==> src/rtl/core/cts_sqrt.sv <==
// cts_sqrt: pipelined integer square root, one result bit per stage
// carries an opaque sideband alongside; used by the top level
module cts_sqrt #(
    parameter int unsigned SB_W = 8
) (
    input  logic            i_clk,
    input  logic            i_rst_n,
    input  logic            i_en,
    input  logic            i_valid,
    input  logic [63:0]     i_q,
    input  logic [SB_W-1:0] i_sb,
    output logic            o_valid,
    output logic [31:0]     o_root,
    output logic [SB_W-1:0] o_sb
);

    localparam int unsigned N = 32;

    logic            r_vld  [0:N];
    logic [34:0]     r_rem  [0:N];
    logic [31:0]     r_root [0:N];
    logic [63:0]     r_q    [0:N];
    logic [SB_W-1:0] r_sb   [0:N];

    always_ff @(posedge i_clk) begin
        if (!i_rst_n) begin
            r_vld[0] <= 1'b0;
        end else if (i_en) begin
            r_vld[0] <= i_valid;
        end
    end

    always_ff @(posedge i_clk) begin
        if (i_en) begin
            r_rem[0]  <= '0;
            r_root[0] <= '0;
            r_q[0]    <= i_q;
            r_sb[0]   <= i_sb;
        end
    end

    for (genvar g = 0; g < N; g++) begin : g_stage
        localparam int unsigned B = N - 1 - g;
        logic [34:0] n_t;
        logic [34:0] n_trial;
        logic [34:0] n_rem;
        logic [31:0] n_root;

        always_comb begin
            n_t     = {r_rem[g][32:0], r_q[g][2*B+1 -: 2]};
            n_trial = {1'b0, r_root[g], 2'b01};
            if (n_t >= n_trial) begin
                n_rem  = n_t - n_trial;
                n_root = {r_root[g][30:0], 1'b1};
            end else begin
                n_rem  = n_t;
                n_root = {r_root[g][30:0], 1'b0};
            end
        end

        always_ff @(posedge i_clk) begin
            if (!i_rst_n) begin
                r_vld[g+1] <= 1'b0;
            end else if (i_en) begin
                r_vld[g+1] <= r_vld[g];
            end
        end

        always_ff @(posedge i_clk) begin
            if (i_en) begin
                r_rem[g+1]  <= n_rem;
                r_root[g+1] <= n_root;
                r_q[g+1]    <= r_q[g];
                r_sb[g+1]   <= r_sb[g];
            end
        end
    end

    assign o_valid = r_vld[N];
    assign o_root  = r_root[N];
    assign o_sb    = r_sb[N];

endmodule

==> config.mk <==
export PLATFORM = sky130hd
export DESIGN_NAME = cts_sqrt
export DESIGN_NICKNAME = d
export VERILOG_FILES = /design/src/rtl/core/cts_sqrt.sv
export SDC_FILE = /design/constraint.sdc
export NUM_CORES = 2
export LEC_CHECK = 0
export CAP_MARGIN = 15
export CORE_UTILIZATION = 50
export DETAILED_ROUTE_END_ITERATION = 12
export DONT_BUFFER_PORTS = 1
export HOLD_SLACK_MARGIN = 0.02
export PLACE_DENSITY_LB_ADDON = 0.2
export SKIP_CTS_REPAIR_TIMING = 1
export SYNTH_ARGS = -nofsm -noshare
export SYNTH_HDL_FRONTEND = slang
export SYNTH_MEMORY_MAX_BITS = 65536
export SYNTH_SLANG_ARGS = --single-unit
==> constraint.sdc <==
create_clock -name i_clk -period 4.5 [get_ports i_clk]
set_input_delay 0.45 -clock i_clk [delete_from_list [all_inputs] [get_ports i_clk]]
set_output_delay 0.45 -clock i_clk [all_outputs]
set_load 0.01 [all_outputs]
**Word level (Yosys, flattened, before mapping)**

Memories as Yosys holds them, arrays and structs flattened.
Index checks and enable logic that the tools add are counted.

- RAM bits: 4620
- Flip-flop bits (word level): 0
- Input port bits: 76
- Memories kept: 5

Memories:

| name | words | bits a word | read ports | clocked after Yosys merged registers in | wr ports | line | RTL |
|---|---|---|---|---|---|---|---|
| r_q | 33 | 64 | 32 | 0 | 33 | 22 | `logic [63:0] r_q [0:N];` |
| r_rem | 33 | 35 | 32 | 0 | 33 | 20 | `logic [34:0] r_rem [0:N];` |
| r_root | 33 | 32 | 33 | 0 | 33 | 21 | `logic [31:0] r_root [0:N];` |
| r_sb | 33 | 8 | 33 | 0 | 33 | 23 | `logic [SB_W-1:0] r_sb [0:N];` |
| r_vld | 33 | 1 | 33 | 0 | 33 | 19 | `logic r_vld [0:N];` |

- Order comparisons: 32
- Muxes and demuxes: 102
- Bitwise operators: 33
- Add/subtract/negate cells: 32

Operators with widths:

| cell | number |
|---|---|
| 35-bit by 34-bit greater-or-equal comparator with 1-bit output | 32 |
| 35-bit two-way mux | 32 |
| 35-bit by 34-bit subtractor with 35-bit output | 32 |
| 1-bit two-way mux | 70 |
| 1-bit OR | 33 |

**Depth between registers and ports, before layout**

- Depth after elaboration: 4
- Depth in mapped cells: 15
- Depth with buffers taken out: 12

**Worst setup path after synthesis**

Ideal clock, no wire load.

- Kind: register to register
- Start: mem r_rem[28][0] (netlist: r_rem[0][980])
- End: mem r_rem[29][5] (netlist: r_rem[0][1020]) (data pin)
- Required time: 4.240 ns
- Library setup time: 0.260 ns
- Buffers on the path: 2
- Setup slack: 0.884 ns
- Arrival: 3.356 ns
- Cell stages (with the launch flop): 13
- Cell sequence: edfxtp_1 > ha_1 > o21a_1 > nor4_1 > o31a_1 > o41ai_1 > a41o_1 > a211oi_1 > o31ai_2 > and2_0 > clkbuf_1 > buf_2 > mux2_2

RTL lines:

| what | line |
|---|---|
| from (decl) | 20 |

==> tab_implementation.tex <==
\begin{tabular}{lr}
\hline
Metric & Value \\
\hline
\multicolumn{2}{l}{\textbf{Run status}} \\
\quad Result of the run & complete, no violations \\
\multicolumn{2}{l}{\textbf{Route}} \\
\quad Pre-Repair DR Iteration Count & 7 \\
\quad Iteration-0 DRC Markers & 6058 \\
\quad Drt wl/cell & 19.1 microns \\
\quad Count of unresolved DRC violations after routing & 0 \\
\quad Post-detailed-routing wire length & 257000 microns \\
\quad Vias after detailed routing & 74800 \\
\quad Number of routed nets with antenna violations & 0 \\
\quad Vias/cell & 5.56 \\
\multicolumn{2}{l}{\textbf{CTS}} \\
\quad Num Clock Sinks & 2855 \\
\quad CTS tree & built \\
\quad Root buffer cell & sky130\_fd\_sc\_hd\_\_clkbuf\_16 \\
\quad Clk slew on worst S/H paths & 60 ps \\
\quad Source-to-sink clock delay at the later pin of the worst-skew pair & 960 ps \\
\quad Number of H-tree branching levels & 5 \\
\quad Clock Path Buffers & 4 \\
\quad Num CTS Buffers & 317 \\
\multicolumn{2}{l}{\textbf{Placed design}} \\
\quad Detailed-placement wirelength estimate & 178000 microns \\
\quad Port buffer count & 0 \\
\quad Worst slack at placement & 384 ps \\
\quad Global placement routability congestion & 0.882 \\
\quad Post-Place Cell Area & 0.133 sq mm \\
\multicolumn{2}{l}{\textbf{Global routing}} \\
\quad Overall global routing resource usage & 0.197 \\
\quad Via count of the first global-routing pass & 72900 \\
\quad Wire length of the first global-routing pass & 402000 microns \\
\quad Global route overflow & 0 \\
\quad Number of antenna violations at the first check in global routing & 1 \\
\quad Pin count of the biggest net entering global routing & 252 \\
\multicolumn{2}{l}{\textbf{Critical path}} \\
\quad Kind of critical path & flop to flop \\
\quad CP Max Fanout & 12 \\
\quad Arrival time at the worst endpoint & 4570 ps \\
\quad Required time at the endpoint of the critical path & 5110 ps \\
\quad Critical R2R Capture & r\_rem[0][543] \\
\quad Slowest CP cell & sky130\_fd\_sc\_hd\_\_a2111oi\_0 \\
\quad Logic depth of the worst register-to-register path & 9 \\
\quad FF-to-FF Start & r\_rem[0][513] \\
\quad Cells along the critical path & or3\_1, or2\_2, or4\_1, or3\_1, a2111oi\_0, and2\_1, or2\_2, nor4\_1, xor2\_1 \\
\quad Worst stage delay on the critical path & 860 ps \\
\quad Critical path launch point type & flop \\
\quad Element type at the critical path end & flop \\
\quad Register-to-Register Setup Slack & 540 ps \\
\multicolumn{2}{l}{\textbf{Yosys}} \\
\quad Total of warnings raised by yosys & 0 \\
\quad Largest area contributor in the netlist & sky130\_fd\_sc\_hd\_\_edfxtp\_1 \\
\quad \#FFs+latches synth & 2855 \\
\quad Share of the yosys chip area belonging to registers & 0.668 \\
\quad Leading cell type by number of instances after synthesis & sky130\_fd\_sc\_hd\_\_edfxtp\_1 \\
\quad Cell Area, Synth & 0.128 sq mm \\
\quad Most area-consuming cells after synthesis & sky130\_fd\_sc\_hd\_\_edfxtp\_1 67\%, sky130\_fd\_sc\_hd\_\_ha\_1 5.5\%, sky130\_fd\_sc\_hd\_\_xor2\_1 2.8\%, sky130\_fd\_sc\_hd\_\_xnor2\_1 2.4\%, sky130\_fd\_sc\_hd\_\_inv\_1 2.2\% \\
\quad Top cells by instance count after synthesis & 2854 x sky130\_fd\_sc\_hd\_\_edfxtp\_1, 744 x sky130\_fd\_sc\_hd\_\_inv\_1, 627 x sky130\_fd\_sc\_hd\_\_nand2\_1 \\
\quad Synthesized Nets & 10200 \\
\quad Number of distinct standard cells referenced by the synthesized netlist & 98 \\
\quad Syn\_area\_per\_cell & 13.4 sq um \\
\quad Gate count of the mapped netlist & 9576 \\
\quad Share of synthesized flip-flops with an asynchronous set or reset & 0 \\
\quad Portion of synthesized cell area occupied by the leading cell type & 0.668 \\
\quad Count of flip-flops with a built-in enable after synthesis & 2854 \\
\quad Most used flip-flop cell after synthesis & sky130\_fd\_sc\_hd\_\_edfxtp\_1 \\
\multicolumn{2}{l}{\textbf{Die}} \\
\quad I/O pins & 117 \\
\quad Initial core utilization & 0.504 \\
\quad Vertical die dimension & 509 microns \\
\quad Die width & 509 microns \\
\quad Placeable Area & 0.255 sq mm \\
\quad Number of placement rows & 185 \\
\quad Die footprint & 0.259 sq mm \\
\multicolumn{2}{l}{\textbf{STA}} \\
\quad Final Worst Setup Slack & 538 ps \\
\quad Final total negative setup slack & 0 ps \\
\quad Slew @ Worst Pin & 1420 ps \\
\quad Final setup violation count & 0 \\
\quad Number of hold-slack violations in the final timing report & 0 \\
\quad Shortest period the worst path allows & 3960 ps \\
\quad Tcrit/Tclk final & 0.880 \\
\quad RSZ-0062 raised after global routing & false \\
\quad Max frequency & 252 MHz \\
\quad Worst setup skew after layout & 87.9 ps \\
\quad Remaining max-slew budget at the tightest pin & 0.0524 \\
\quad Final Slew Violations & 0 \\
\multicolumn{2}{l}{\textbf{Worst hold path}} \\
\quad Worst min-delay path category & input port to flop \\
\quad Sink of the worst hold path & r\_q[0][261] \\
\quad Cell depth of the worst min-delay path & 1 \\
\quad Worst hold path startpoint & i\_en \\
\multicolumn{2}{l}{\textbf{Layout}} \\
\quad Layout cell share with drive strength beyond 1 & 0.0689 \\
\quad Net count, final & 10500 \\
\quad Final cell area excluding filler cells & 0.143 sq mm \\
\quad Area grow syn2layout & 11.8\% \\
\multicolumn{2}{l}{\textbf{Power and ir drop}} \\
\quad Maximum vdd drop & 0.000453 V \\
\quad Switching part of the total & 0.273 \\
\quad Switching Power & 20100 uW \\
\quad Fraction of power consumed by sequential logic & 0.479 \\
\quad Portion of total power attributed to the clock network & 0.338 \\
\quad Leakage power & 0.0542 uW \\
\quad Internal Power & 53400 uW \\
\quad Comb power frac & 0.183 \\
\quad Power Dens Cells & 512 mW/mm\^{}2 \\
\multicolumn{2}{l}{\textbf{Flow run}} \\
\quad Maximum Capacitance Violations & 0 \\
\hline
\end{tabular}
-- kinds of logic after synthesis --
| group | after synthesis | share of synthesized area |
|---|---|---|
| xor gates and xnor gates | 771 | 0.0526 |
| other | 1 | 0.0000292 |
| adders and majority gates | 561 | 0.0547 |
| muxes | 93 | 0.00806 |
| DFF | 2855 | 0.668 |
| buffers and inverters | 957 | 0.0282 |
| and+or+nand+nor | 2436 | 0.0958 |
| AOI/OAI and AO/OA | 1902 | 0.0923 |
-- layout make-up --
type	count	area (sq um)
clock inverters	171	1740
inverters	751	2820
repair buffers	154	1690
multi-input cells	5764	39000
flip-flops and latches	2855	85700
well taps	3366	4210
fillers	20400	111000
diodes	3	7.51
clock buffers	382	8230
-- power groups by stage --
stage	Sequential, uW	Clock [uW]	Combinational, uW
floorplan	34700	0	9760
global placement	35700	0	13000
detailed placement	35700	0	13200
CTS	35200	25600	13300
global route	35500	26600	15000
finish	35200	24900	13400
-- worst max-delay path, delay by kind of cell, from the launching register on --
family,cells,cell delay [ps]
flops,1,410
simple gates,7,2290
xor+xnor,1,150
compound gates,1,860
-- registers in the layout (all words and copies together), names as in the netlist --
register / count
r_q: 1056
r_rem: 974
r_root: 528
r_vld: 33
r_sb: 264
-- layer usage --
| metal | global-route usage | wire length [microns] | vias to the layer above |
|---|---|---|---|
| li1 | - | - | 36200 |
| met1 | 0.260 | 113000 | 36300 |
| met2 | 0.331 | 125000 | 1684 |
| met3 | 0.0247 | 9520 | 552 |
| met4 | 0.0744 | 9700 | 0 |
| met5 | 0 | 0 | - |
-- metrics by stage --
stage	utilization	total power [uW]	hold slack [ps]	cells
floorplan	-	44500	400	9576
global placement	0.521	48700	400	12800
detailed placement	0.521	49000	405	12800
CTS	0.560	74200	-497	13400
global route	0.563	77000	60.9	13400
finish	0.563	73500	69.5	13400
-- cell usage in the layout, fill, tap and decap left out, types with 21 or more instances in the layout --
cell	synthesis	routed
sky130_fd_sc_hd__nand4_1	100	100
sky130_fd_sc_hd__ha_1	561	561
sky130_fd_sc_hd__o21bai_1	47	47
sky130_fd_sc_hd__xor2_1	413	413
sky130_fd_sc_hd__clkinvlp_4	0	21
sky130_fd_sc_hd__a21o_1	222	222
sky130_fd_sc_hd__a21boi_0	37	37
sky130_fd_sc_hd__mux2_2	82	82
sky130_fd_sc_hd__nor3_1	237	237
sky130_fd_sc_hd__nor4_1	115	115
sky130_fd_sc_hd__nand2_1	627	627
sky130_fd_sc_hd__o21ai_0	513	513
sky130_fd_sc_hd__bufinv_16	0	29
sky130_fd_sc_hd__or2_2	39	39
sky130_fd_sc_hd__nand3_1	167	167
sky130_fd_sc_hd__a31oi_1	58	57
sky130_fd_sc_hd__o21a_1	103	103
sky130_fd_sc_hd__clkinv_1	3	57
sky130_fd_sc_hd__o211ai_1	45	45
sky130_fd_sc_hd__clkinv_2	0	40
sky130_fd_sc_hd__nand2b_1	118	118
sky130_fd_sc_hd__nand3b_1	32	32
sky130_fd_sc_hd__inv_1	744	744
sky130_fd_sc_hd__o31ai_1	75	74
sky130_fd_sc_hd__a211oi_1	64	63
sky130_fd_sc_hd__and2_1	35	36
sky130_fd_sc_hd__dlygate4sd3_1	0	76
sky130_fd_sc_hd__buf_4	3	58
sky130_fd_sc_hd__nor2b_1	91	90
sky130_fd_sc_hd__clkbuf_1	178	62
sky130_fd_sc_hd__edfxtp_1	2854	2854
sky130_fd_sc_hd__and3_1	74	74
sky130_fd_sc_hd__a21oi_1	549	548
sky130_fd_sc_hd__clkbuf_16	0	319
sky130_fd_sc_hd__or4_1	76	76
sky130_fd_sc_hd__xnor2_1	358	358
sky130_fd_sc_hd__or3_1	111	111
sky130_fd_sc_hd__nor2_1	517	516
-- how the worst max path moves through the flow --
stage	cells past startpoint	startpoint	to	slack [ps]
3_3_place_gp	5	i_en	r_vld[2]	520
2_1_floorplan	12	r_rem[0][980]	r_rem[0][1020]	880
5_1_grt	12	r_root[1][193]	r_rem[0][817]	160
6_report	9	r_rem[0][513]	r_rem[0][543]	540
3_5_place_dp	4	i_en	r_sb[1][18]	380
4_1_cts	12	r_root[1][193]	r_rem[0][815]	600
Note: power is estimated with default switching activity, not from simulation.
